**src/design/tcpq_pkg.sv**
```systemverilog
// Shared constants, request codes and controller command type for the two-class priority queue.
package tcpq_pkg;

	// Default sizing of the queue.
	localparam int CAPACITY_DEF = 16;
	localparam int ID_BITS_DEF  = 16;

	// Widths of the transaction fields.
	localparam int REQ_W   = 2;
	localparam int IDW     = 16;
	localparam int COUNT_W = 5;

	// Request codes.
	typedef enum logic [REQ_W-1:0] {
		REQ_INSERT   = 2'd0,
		REQ_SERVE    = 2'd1,
		REQ_WITHDRAW = 2'd2,
		REQ_QUERY    = 2'd3
	} req_t;

	// Commands from the controller to the datapath.
	typedef struct packed {
		logic capture;
		logic commit;
	} dp_cmd_t;

endpackage

```
**src/design/tcpq_ctrl.sv**
```systemverilog
// Controller state machine: sequences request capture, commit and the result handshake.
module tcpq_ctrl (
	input  logic              clk,
	input  logic              arst_n,
	input  logic              in_valid,
	output logic              in_ready,
	output logic              out_valid,
	input  logic              out_ready,
	output tcpq_pkg::dp_cmd_t cmd
);
	import tcpq_pkg::*;

	typedef enum logic {
		ST_IDLE,
		ST_EXEC
	} state_t;

	state_t state_q;
	logic   out_valid_q;

	// A request is taken only when no other is in flight.
	assign in_ready    = (state_q == ST_IDLE);
	assign out_valid   = out_valid_q;
	assign cmd.capture = in_valid && in_ready;
	// The update is applied once the result register is free or being emptied.
	assign cmd.commit  = (state_q == ST_EXEC) && (!out_valid_q || out_ready);

	// State and the registered result valid.
	always_ff @(posedge clk or negedge arst_n) begin
		if (!arst_n) begin
			state_q     <= ST_IDLE;
			out_valid_q <= 1'b0;
		end else begin
			unique case (state_q)
				ST_IDLE: begin
					if (cmd.capture) begin
						state_q <= ST_EXEC;
					end
				end
				ST_EXEC: begin
					if (cmd.commit) begin
						state_q <= ST_IDLE;
					end
				end
				default: begin
					state_q <= ST_IDLE;
				end
			endcase
			if (cmd.commit) begin
				out_valid_q <= 1'b1;
			end else if (out_ready) begin
				out_valid_q <= 1'b0;
			end
		end
	end

endmodule

```
**src/design/tcpq_datapath.sv**
```systemverilog
// Datapath: shift-register cell chain with parallel id compare, counters and result register.
module tcpq_datapath #(
	parameter int CAPACITY = tcpq_pkg::CAPACITY_DEF,
	parameter int ID_BITS  = tcpq_pkg::ID_BITS_DEF
) (
	input  logic                         clk,
	input  logic                         arst_n,
	input  tcpq_pkg::dp_cmd_t            cmd,
	input  logic [tcpq_pkg::REQ_W-1:0]   req_type,
	input  logic [tcpq_pkg::IDW-1:0]     id,
	input  logic                         preferred,
	output logic                         ok,
	output logic [tcpq_pkg::IDW-1:0]     served_id,
	output logic                         class_flag,
	output logic [tcpq_pkg::COUNT_W-1:0] count
);
	import tcpq_pkg::*;

	localparam int IW = (CAPACITY > 1) ? $clog2(CAPACITY) : 1;
	localparam int CW = $clog2(CAPACITY + 1);

	// Cell chain; slot 0 is the head. Only slots below the count are meaningful.
	logic [ID_BITS-1:0] cell_id_q  [CAPACITY];
	logic               cell_cls_q [CAPACITY];
	logic [ID_BITS-1:0] cell_id_d  [CAPACITY];
	logic               cell_cls_d [CAPACITY];

	logic [CW-1:0]       count_q, count_d;
	logic [CW-1:0]       pref_q, pref_d;

	// Request captured with its match vector.
	req_t                req_q;
	logic [ID_BITS-1:0]  key_q;
	logic                pref_in_q;
	logic [CAPACITY-1:0] match_q;

	// Result register.
	logic                ok_q;
	logic [ID_BITS-1:0]  served_q;
	logic                cls_q;
	logic [CW-1:0]       res_count_q;

	logic [ID_BITS-1:0]  key_in;
	logic [CAPACITY-1:0] match_in;

	logic                found;
	logic                found_cls;
	logic [IW-1:0]       found_pos;
	logic                full;
	logic                do_insert;
	logic                do_remove;
	logic [CW-1:0]       ins_pos;
	logic [CW-1:0]       rem_pos;
	logic                rem_cls;
	logic                ok_d;
	logic [ID_BITS-1:0]  served_d;
	logic                cls_d;

	assign key_in = ID_BITS'(id);

	// Every occupied cell compares its id with the incoming key at once.
	always_comb begin
		for (int i = 0; i < CAPACITY; i++) begin
			match_in[i] = (cell_id_q[i] == key_in) && (CW'(i) < count_q);
		end
	end

	// Ids are unique, so at most one cell matches: the position is an OR encode.
	always_comb begin
		found     = |match_q;
		found_cls = 1'b0;
		found_pos = '0;
		for (int i = 0; i < CAPACITY; i++) begin
			found_cls = found_cls | (match_q[i] & cell_cls_q[i]);
			if (match_q[i]) begin
				found_pos = found_pos | IW'(i);
			end
		end
	end

	// Decide the operation and its result.
	always_comb begin
		full      = (count_q == CW'(CAPACITY));
		do_insert = 1'b0;
		do_remove = 1'b0;
		ins_pos   = pref_in_q ? pref_q : count_q;
		rem_pos   = '0;
		rem_cls   = cell_cls_q[0];
		ok_d      = 1'b0;
		served_d  = '0;
		cls_d     = 1'b0;
		case (req_q)
			REQ_INSERT: begin
				do_insert = !full && !found;
				ok_d      = do_insert;
			end
			REQ_SERVE: begin
				do_remove = (count_q != '0);
				ok_d      = do_remove;
				if (do_remove) begin
					served_d = cell_id_q[0];
					cls_d    = cell_cls_q[0];
				end
			end
			REQ_WITHDRAW: begin
				do_remove = found;
				ok_d      = found;
				rem_pos   = CW'(found_pos);
				rem_cls   = found_cls;
			end
			default: begin
				ok_d  = found;
				cls_d = found_cls;
			end
		endcase
	end

	// Next contents of the chain: open a gap for an insert, close one for a removal.
	always_comb begin
		for (int i = 0; i < CAPACITY; i++) begin
			cell_id_d[i]  = cell_id_q[i];
			cell_cls_d[i] = cell_cls_q[i];
		end
		if (do_insert) begin
			for (int i = 1; i < CAPACITY; i++) begin
				if ((CW'(i) > ins_pos) && (CW'(i) <= count_q)) begin
					cell_id_d[i]  = cell_id_q[i-1];
					cell_cls_d[i] = cell_cls_q[i-1];
				end
			end
			for (int i = 0; i < CAPACITY; i++) begin
				if (CW'(i) == ins_pos) begin
					cell_id_d[i]  = key_q;
					cell_cls_d[i] = pref_in_q;
				end
			end
		end else if (do_remove) begin
			for (int i = 0; i < CAPACITY - 1; i++) begin
				if ((CW'(i) >= rem_pos) && (CW'(i + 1) < count_q)) begin
					cell_id_d[i]  = cell_id_q[i+1];
					cell_cls_d[i] = cell_cls_q[i+1];
				end
			end
		end
	end

	// Counter updates.
	always_comb begin
		count_d = count_q;
		pref_d  = pref_q;
		if (do_insert) begin
			count_d = count_q + CW'(1);
			if (pref_in_q) begin
				pref_d = pref_q + CW'(1);
			end
		end else if (do_remove) begin
			count_d = count_q - CW'(1);
			if (rem_cls && (pref_q != '0)) begin
				pref_d = pref_q - CW'(1);
			end
		end
	end

	// Counters are control state and are cleared by reset.
	always_ff @(posedge clk or negedge arst_n) begin
		if (!arst_n) begin
			count_q <= '0;
			pref_q  <= '0;
		end else if (cmd.commit) begin
			count_q <= count_d;
			pref_q  <= pref_d;
		end
	end

	// Payload registers: captured request, cells and result.
	always_ff @(posedge clk) begin
		if (cmd.capture) begin
			req_q     <= req_t'(req_type);
			key_q     <= key_in;
			pref_in_q <= preferred;
			match_q   <= match_in;
		end
		if (cmd.commit) begin
			for (int i = 0; i < CAPACITY; i++) begin
				cell_id_q[i]  <= cell_id_d[i];
				cell_cls_q[i] <= cell_cls_d[i];
			end
			ok_q        <= ok_d;
			served_q    <= served_d;
			cls_q       <= cls_d;
			res_count_q <= count_d;
		end
	end

	assign ok         = ok_q;
	assign served_id  = IDW'(served_q);
	assign class_flag = cls_q;
	assign count      = COUNT_W'(res_count_q);

endmodule

```
**src/design/two_class_priority_queue_top.sv**
```systemverilog
// Two-class priority queue of unique ids (preferred before ordinary, each first in, first out).
//
// Usage: a request transaction (req_type, id, preferred) is taken on the input channel
// when in_valid and in_ready are both high; exactly one result transaction (ok,
// served_id, class_flag, count) follows on the output channel for every request.
// Requests: insert, serve head, withdraw an id, query the class of an id.
// Steps: in the cycle of acceptance every cell of the shift-register chain compares its
// id with the key and the match vector is registered; then, once the result register
// is free or being emptied, the chain is updated (an insert or a removal shifts part of
// it by one place) and the result register is loaded.
// Requests are handled one at a time by the controller: a new request is taken only
// after the update of the previous one has been applied.
// Stalls: the result waits in its own register while out_ready is low; the next
// request is still taken and compared, and its update is held until the pending
// result is taken.
// Reset: arst_n clears the entry and preferred counts, so the queue is empty; no
// clearing pass is needed and a request can be taken as soon as reset is released.
module two_class_priority_queue_top #(
	parameter int CAPACITY = tcpq_pkg::CAPACITY_DEF,
	parameter int ID_BITS  = tcpq_pkg::ID_BITS_DEF
) (
	input  logic                         clk,
	input  logic                         arst_n,
	input  logic                         in_valid,
	output logic                         in_ready,
	input  logic [tcpq_pkg::REQ_W-1:0]   req_type,
	input  logic [tcpq_pkg::IDW-1:0]     id,
	input  logic                         preferred,
	output logic                         out_valid,
	input  logic                         out_ready,
	output logic                         ok,
	output logic [tcpq_pkg::IDW-1:0]     served_id,
	output logic                         class_flag,
	output logic [tcpq_pkg::COUNT_W-1:0] count
);
	import tcpq_pkg::*;

	dp_cmd_t cmd;

	// Sequencing of capture, commit and the result handshake.
	tcpq_ctrl u_ctrl (
		.clk       (clk),
		.arst_n    (arst_n),
		.in_valid  (in_valid),
		.in_ready  (in_ready),
		.out_valid (out_valid),
		.out_ready (out_ready),
		.cmd       (cmd)
	);

	// Cell chain, counters and result register.
	tcpq_datapath #(
		.CAPACITY (CAPACITY),
		.ID_BITS  (ID_BITS)
	) u_datapath (
		.clk        (clk),
		.arst_n     (arst_n),
		.cmd        (cmd),
		.req_type   (req_type),
		.id         (id),
		.preferred  (preferred),
		.ok         (ok),
		.served_id  (served_id),
		.class_flag (class_flag),
		.count      (count)
	);

endmodule
```
**config.mk**
```make
export PLATFORM = sky130hd
export DESIGN_NAME = two_class_priority_queue_top
export DESIGN_NICKNAME = d
export VERILOG_FILES = /design/src/design/tcpq_pkg.sv /design/src/design/tcpq_ctrl.sv /design/src/design/tcpq_datapath.sv /design/src/design/two_class_priority_queue_top.sv
export SDC_FILE = /design/constraint.sdc
export NUM_CORES = 1
export LEC_CHECK = 0
export BUFFER_PORTS_ARGS = -buffer_cell sky130_fd_sc_hd__buf_2
export CORE_MARGIN = 8
export CORE_UTILIZATION = 45
export CTS_BUF_LIST = sky130_fd_sc_hd__clkbuf_4 sky130_fd_sc_hd__clkbuf_8 sky130_fd_sc_hd__clkbuf_16
export DETAILED_ROUTE_END_ITERATION = 6
export GPL_TIMING_DRIVEN = 0
export HOLD_SLACK_MARGIN = 0.05
export PLACE_DENSITY_LB_ADDON = 0.25
export SYNTH_ARGS = -nofsm -noshare
export SYNTH_HDL_FRONTEND = slang
export SYNTH_SLANG_ARGS = --single-unit
```
**constraint.sdc**
```tcl
create_clock -name clk -period 4.6 [get_ports clk]
set_input_delay 0 -clock clk [delete_from_list [all_inputs] [get_ports clk]]
set_output_delay 0 -clock clk [all_outputs]
set_load 0.1 [all_outputs]
```
## After elaboration in Yosys (flattened, before gate mapping)

Memories as Yosys holds them, arrays and structs flattened.
Index checks and enable logic that the tools add are counted.

| storage, ports and cells | value |
|---|---|
| memories | 2 |
| flip-flop bits (word level) | 70 |
| latch bits | 0 |
| bits in writable memories | 272 |
| bits in read-only memories | 0 |
| word-level logic and storage cells | 345 |
| output and inout bits | 25 |
| bits of input ports | 23 |

| operators by class | value |
|---|---|
| multiplexer cells | 134 |
| add/subtract/negate cells | 4 |
| shift operators | 0 |
| bitwise operators | 32 |
| $mul | 0 |
| order comparisons | 61 |
| div/mod/pow operators | 0 |
| equal/unequal tests | 35 |
| reduce and logical (&&, ||, !) cells | 65 |

Memories:

| name | depth | bits a word | rd ports | clocked after memory_dff | wr ports | RTL line | RTL |
|---|---|---|---|---|---|---|---|
| u_datapath.cell_id_q | 16 | 16 | 16 | 0 | 16 | tcpq_datapath.sv:23 | `logic [ID_BITS-1:0] cell_id_q [CAPACITY];` |
| u_datapath.cell_cls_q | 16 | 1 | 16 | 0 | 16 | tcpq_datapath.sv:24 | `logic cell_cls_q [CAPACITY];` |

Operators by type and width:

| kind | count |
|---|---|
| 2-to-1 mux 16 bit | 47 |
| 2-to-1 mux 240 bit | 2 |
| == test 16 bit | 16 |
| 2-to-1 mux 1 bit | 57 |
| logical AND 1 bit | 50 |
| == test 4 x 5 -> 1 bit, first input constant | 8 |
| greater-than comparator 4 x 5 -> 1 bit, first input constant | 8 |
| <= comparator 4 x 5 -> 1 bit, first input constant | 8 |
| < comparator 4 x 5 -> 1 bit, first input constant | 8 |
| 2-to-1 mux 4 bit | 9 |
| 2-to-1 mux 5 bit | 7 |
| 2-to-1 mux 15 bit | 2 |
| >= comparator 4 bit, first input constant | 7 |
| == test 3 x 5 -> 1 bit, first input constant | 4 |
| greater-than comparator 3 x 5 -> 1 bit, first input constant | 4 |
| <= comparator 3 x 5 -> 1 bit, first input constant | 4 |
| < comparator 3 x 5 -> 1 bit, first input constant | 4 |
| bitwise AND 1 bit | 16 |
| >= comparator 3 x 4 -> 1 bit, first input constant | 4 |
| OR reduction 16 bit | 1 |
| bitwise OR 1 bit | 15 |
| 2-to-1 mux 3 bit | 4 |
| adder 5 x 1 -> 5 bit, second input constant | 2 |
| == test 2 x 5 -> 1 bit, first input constant | 2 |
| 26 further kinds | 42 |

## Depth between registers and ports, before layout

An unclocked memory read counts as a cell.

| depth | value |
|---|---|
| depth after elaboration | 22 |
| mapped depth | 16 |
| mapped depth without buffers | 12 |

## By module

A second synthesis with hierarchy kept.

| unflattened totals | value |
|---|---|
| cell total of the unflattened synthesis | 1,914 |
| area total of the unflattened synthesis | 20,464.6 sq um |

By module, submodules not included:

| module | area each (sq um) | cells each | seq. area each (sq um) | instances |
|---|---|---|---|---|
| tcpq_datapath | 20,370.8 | 1,906 | 10,159.7 | 1 |
| tcpq_ctrl | 93.8 | 8 | 50.0 | 1 |

## Worst setup path after synthesis

No wires, ideal clock.

| path | value |
|---|---|
| path kind | flip-flop to flip-flop |
| start | register u_ctrl.out_valid_q (netlist: u_ctrl.out_valid) |
| end | memory u_datapath.cell_cls_q[2][0] (netlist: u_datapath.cell_cls_q[0][2]), enable pin |
| slack | 866 ps |
| data required time | 4,177 ps |
| path buffers | 0 |
| stages on the path, launching flop included | 6 |
| library setup time | 423 ps |
| period minus slack after synthesis | 3,734 ps |
| arrival time | 3,311 ps |
| path through | dfrtp_1 > nand2b_1 > nand2_1 > inv_1 > o21ai_4 > a311oi_1 |

RTL lines:

| element | RTL line | RTL |
|---|---|---|
| start: declaration | tcpq_ctrl.sv:19 | `logic out_valid_q;` |
| start signal: assignment | tcpq_ctrl.sv:32 | `out_valid_q <= 1'b0;` |
| start signal: assignment | tcpq_ctrl.sv:50 | `out_valid_q <= 1'b1;` |
| start signal: assignment | tcpq_ctrl.sv:52 | `out_valid_q <= 1'b0;` |
| end: declaration | tcpq_datapath.sv:24 |  |

## Final worst setup path

| path | value |
|---|---|
| start | register u_datapath.count_q[1] |
| end | register u_datapath.pref_q[4] |

| between the ends | value |
|---|---|
| word-level cells in the longest chain between the ends | 6 |
| elaborated cells on any way between the ends | 11 |
| those cells by class | eq/ne: 2; mux: 3; reduce/logical: 6 |

Ends and longest elaborated chain:

| element | RTL line | RTL |
|---|---|---|
| start: declaration | tcpq_datapath.sv:28 | `logic [CW-1:0] count_q, count_d;` |
| start signal: assignment | tcpq_datapath.sv:170 | `count_q <= count_d;` |
| == test 5 bit | tcpq_datapath.sv:83 | `full = (count_q == CW'(CAPACITY));` |
| logical NOT 1 bit | tcpq_datapath.sv:94 | `do_insert = !full && !found;` |
| logical AND 1 bit | tcpq_datapath.sv:94 |  |
| 2-to-1 mux 1 bit | tcpq_datapath.sv:92 | `case (req_q)` |
| inequality test 2 x 1 -> 1 bit (no source line) / nonzero test 2 bit (equally long branches) | n/a |  |
| AND reduction 4 bit (no source line) | n/a |  |
| end signal: assignment | tcpq_datapath.sv:171 | `pref_q <= pref_d;` |
| end: declaration | tcpq_datapath.sv:29 | `logic [CW-1:0] pref_q, pref_d;` |

Several ways; a longest one is shown, not always the timed one.
A chain may end at the register's enable or synchronous reset.

==> flow_metrics.py <==
metrics = {
    "grt": {
        "grt_antenna_before_repair": 2,
        "grt_remaining_overflow": 0,
        "grt_first_pass_wirelength_um": 113000,
        "use_met2_pct": 40.9,
        "grt.busiest_layer": "met1",
        "grt_start_max_net_pins": 30,
        "grt_pass1_vias": 16300,
        "global_route_usage_over_all_layers_pct": 29.0,
        "met1_usage_grt_pct": 41.0,
        "gr-usage-met3_pct": 7.79,
    },
    "floorplanning": {
        "die-height_um": 229,
        "placement_rows": 78,
        "dieArea_mm2": 0.0526,
        "die_w_um": 229,
        "initial_core_utilization_pct": 45.3,
        "io_pins": 48,
        "placeableCoreArea_mm2": 0.0452,
    },
    "logic_synthesis": {
        "yosys.cell_types.count": 67,
        "netlist_instances": 1912,
        "synth_warnings": 0,
        "synth-seq-cells": 342,
        "synth_edf_count": 330,
        "synthesis.nets": 1948,
        "ys_dominant_reg_cell": "edfxtp_1",
        "synthesis.area_mm2": 0.0205,
        "synth.yosys.seq_area_share_pct": 49.9,
        "asr_flop_ratio_synth_pct": 3.51,
        "postSynthAreaPerCell_um2": 10.7,
    },
    "clocking": {
        "cts.reportedPaths.clkPinSlew_ns": 0.06,
        "buffer_count_from_post_cts_setup_fixing": 0,
        "max-clock-path-buffers": 3,
        "cts_root_buffer": "clkbuf_16",
        "cts.sink_count": 342,
        "clock_latency_on_the_worst_skew_pair_ns": 0.58,
        "cts-htree-levels": 2,
        "tritoncts_buffer_count": 41,
        "tritoncts_clock_tree": "yes",
    },
    "cells_and_area": {
        "instances_no_fill": 2668,
        "layout-drive-gt1-share_pct": 12.4,
        "n_antenna_cell": 0,
        "postLayoutCoreUtil_pct": 51.5,
        "layout.nets": 2072,
        "synthToLayoutAreaGrowth_pct": 13.6,
    },
    "placed_design": {
        "placed_cells_incl_taps": 2570,
        "place.detailed.hpwl_um": 57200,
        "count_of_buffers_inserted_at_the_top_level_ports": 47,
        "place_congestion": 0.991,
    },
    "worst_setup_path": {
        "startpoint_type": "flop",
        "timing.reg2reg.setup_slack_ns": 0.58,
        "worstReg2RegStart": "u_datapath.count_q[1]",
        "crit_arrival_ns": 4.51,
        "worst-setup-path-type": "flop to flop",
        "required_ns": 5.09,
        "reg2reg_to": "u_datapath.pref_q[4]",
        "maximum_fanout_count_along_the_critical_path": 13,
        "worst_r2r_path_depth": 16,
        "crit_path_end_kind": "flop",
    },
    "worst_hold_path": {
        "worst_hold_startpoint": "id[9]",
        "hold_depth": 2,
        "min_delay_worst_endpoint": "u_datapath.key_q[9]",
        "min-delay-path-class": "primary input to flop",
    },
    "outcome": {
        "outcome": "finished with violations",
        "failing_checks": "capacitance limit, slew limit",
    },
    "sta": {
        "grt_setup_unrepaired": "false",
        "finalSetupViolCount": 0,
        "finalCritPeriodShare_pct": 87.3,
        "timing_max_transition_violations_final": 33,
        "hold_violations": 0,
        "max_clock_freq_ghz": 0.249,
        "fin_worst_skew_ns": 0.0236,
        "worst-slew-pin-transition_ns": 1.57,
        "max-slew-margin-rel_pct": -4.95,
        "final_period_minus_worst_setup_slack_ns": 4.02,
    },
    "power_and_ir_drop": {
        "powerDensity_mw_per_mm2": 395,
        "irDropWorstVdd_uv": 336,
        "static_leakage_nw": 9.35,
    },
    "drt": {
        "drt_drc_violations_left": 0,
        "finalWirelength_um": 78600,
        "vias_per_cell": 6.25,
        "drt-initial-drc-count": 2552,
        "route.detailed.wl_per_inst_um": 29.5,
        "route.antenna.remaining_nets": 0,
        "number_of_vias_in_the_routed_layout": 16700,
        "drt_pre_antenna_iters": 6,
    },
    "job": {
        "drv.max_cap_violation_count": 3,
    },
}
==> worst max-delay path, stage by stage, from the launching register on <==
cell	delay [ns]
dfrtp_1	0.41
buf_2	0.19
inv_1	0.22
ha_1	0.22
inv_1	0.12
o41ai_2	0.39
nor2_2	0.09
inv_2	0.07
buf_2	0.28
buf_2	0.33
buf_2	0.39
ha_1	0.34
a21o_1	0.19
a21oi_1	0.17
xnor2_1	0.08
a211oi_1	0.28
xor2_1	0.17
==> worst max path at each step <==
stage	start	to	slack, ns	cells past startpoint
after floorplan	u_ctrl.out_valid	u_datapath.cell_cls_q[0][2]	0.87	5
after global placement	u_datapath.count_q[1]	u_datapath.cell_id_q[1][24]	-0.53	7
after detailed placement	u_datapath.count_q[1]	u_datapath.pref_q[4]	0.63	16
after CTS	u_datapath.count_q[0]	u_datapath.pref_q[4]	0.62	16
after global routing	u_datapath.count_q[1]	u_datapath.pref_q[4]	0.40	16
final	u_datapath.count_q[1]	u_datapath.pref_q[4]	0.58	16
==> synth_stat cells (all sizes together), types with 5 or more instances <==
library cell    n  area (um^2)
clkbuf         74          278
and2           24          150
o21ai         256         1300
nand3          17         85.1
nor4           56          387
a32oi           5         43.8
mux2           20          236
a221oi          6         52.6
nand2         327         1240
nor2           28          108
a21oi          34          170
inv            12         45.0
nand4          29          188
nor3           28          168
xor2          188         1650
a22o            5         43.8
dfrtp          12          300
ha             12          150
xnor2          81          709
edfxtp        330         9910
mux2i         235         2350
buf            79          460
a21o            7         60.1
==> power breakdown <==
group	internal, W	total [W]	switching, W
Combinational	0.000624	0.00211	0.00148
Sequential	0.00363	0.00384	0.000213
Clock	0.00186	0.00324	0.00138
Total	0.00612	0.00919	0.00307
==> repair_timing <==
item / 4_1_cts / 5_1_grt
hold buffers: 23 / 0
hold endpoints to repair: 39 / 0
resized for setup: 0 / 0
==> cell type report <==
cell class / count / area [um^2]
Buffer: 153 / 739
Clock buffer: 50 / 1130
Clock inverter: 25 / 186
Fill cell: 4073 / 21900
Inverter: 12 / 45.0
Multi-Input combinational cell: 1405 / 9570
Sequential cell: 342 / 10200
Tap cell: 600 / 751
Timing Repair Buffer: 81 / 624
==> state kept, by name, summed over array words and instances (netlist names), 2 cells and up <==
signal                 flops
u_datapath.key_q          16
u_datapath.count_q         5
u_datapath.pref_q          5
u_datapath.match_q        16
u_datapath.count           5
u_datapath.cell_id_q     256
u_datapath.req_q           2
u_datapath.cell_cls_q     16
u_datapath.served_id      16
==> layer usage <==
metal / routed length [um] / part of all wire (%)
met1: 32300 / 41
met2: 32000 / 41
met3: 10200 / 13
met4: 4170 / 5.3
met5: 23 / 0.029
==> metrics by stage <==
step                total power, W  worst slack (ns)  setup TNS (ns)  area (um^2)  hold slack, ns
finish                     0.00919             0.584               0        23300           0.134
global route               0.00943             0.404               0        23300           0.137
CTS                        0.00914             0.623               0        23300           0.117
detailed placement         0.00592             0.630               0        21700          -0.106
global placement           0.00587            -0.527          -14.59        21500          -0.110
floorplan                  0.00521             0.866               0        20500          -0.296
==> cells in the final DEF, fill, tap and decap left out, types with 4 or more instances in the layout <==
master | synthesis | routed
edfxtp_1 | 330 | 330
nand2_1 | 323 | 323
o21ai_0 | 242 | 242
mux2i_1 | 235 | 235
xor2_1 | 188 | 188
buf_2 | 50 | 97
xnor2_1 | 81 | 81
clkbuf_1 | 74 | 73
nor4_1 | 53 | 53
clkbuf_16 | 0 | 43
nand4_1 | 28 | 28
a21oi_1 | 34 | 27
nor2_1 | 27 | 23
and2_1 | 23 | 23
dlygate4sd3_1 | 0 | 23
nor3_1 | 25 | 22
buf_4 | 19 | 19
mux2_2 | 17 | 17
nand3_1 | 17 | 17
o21ai_1 | 12 | 12
ha_1 | 12 | 12
dfrtp_1 | 12 | 12
inv_1 | 11 | 11
clkinv_1 | 0 | 8
clkinv_2 | 0 | 8
buf_6 | 4 | 7
a21oi_2 | 0 | 7
clkbuf_4 | 0 | 7
buf_8 | 0 | 7
buf_1 | 6 | 6
a21o_1 | 6 | 6
a221oi_1 | 6 | 6
nor2_2 | 1 | 5
a22o_1 | 5 | 5
a32oi_1 | 5 | 5
nor3_2 | 1 | 4
nand2_2 | 4 | 4
and3_1 | 4 | 4
a211oi_1 | 4 | 4
clkinvlp_4 | 0 | 4
==> logic make-up (layout without fill, tap and decap cells) <==
family / count (synthesis) / after routing / synth area share, %
muxes: 255 / 255 / 12.6
and+or+nand+nor: 526 / 526 / 11.9
DFF: 342 / 342 / 49.9
AOI/OAI and AO/OA: 342 / 342 / 9.41
buffers and inverters: 165 / 321 / 3.83
xor gates and xnor gates: 269 / 269 / 11.5
adders and majority gates: 13 / 13 / 0.831
Note: power is estimated with default switching activity, not from simulation.
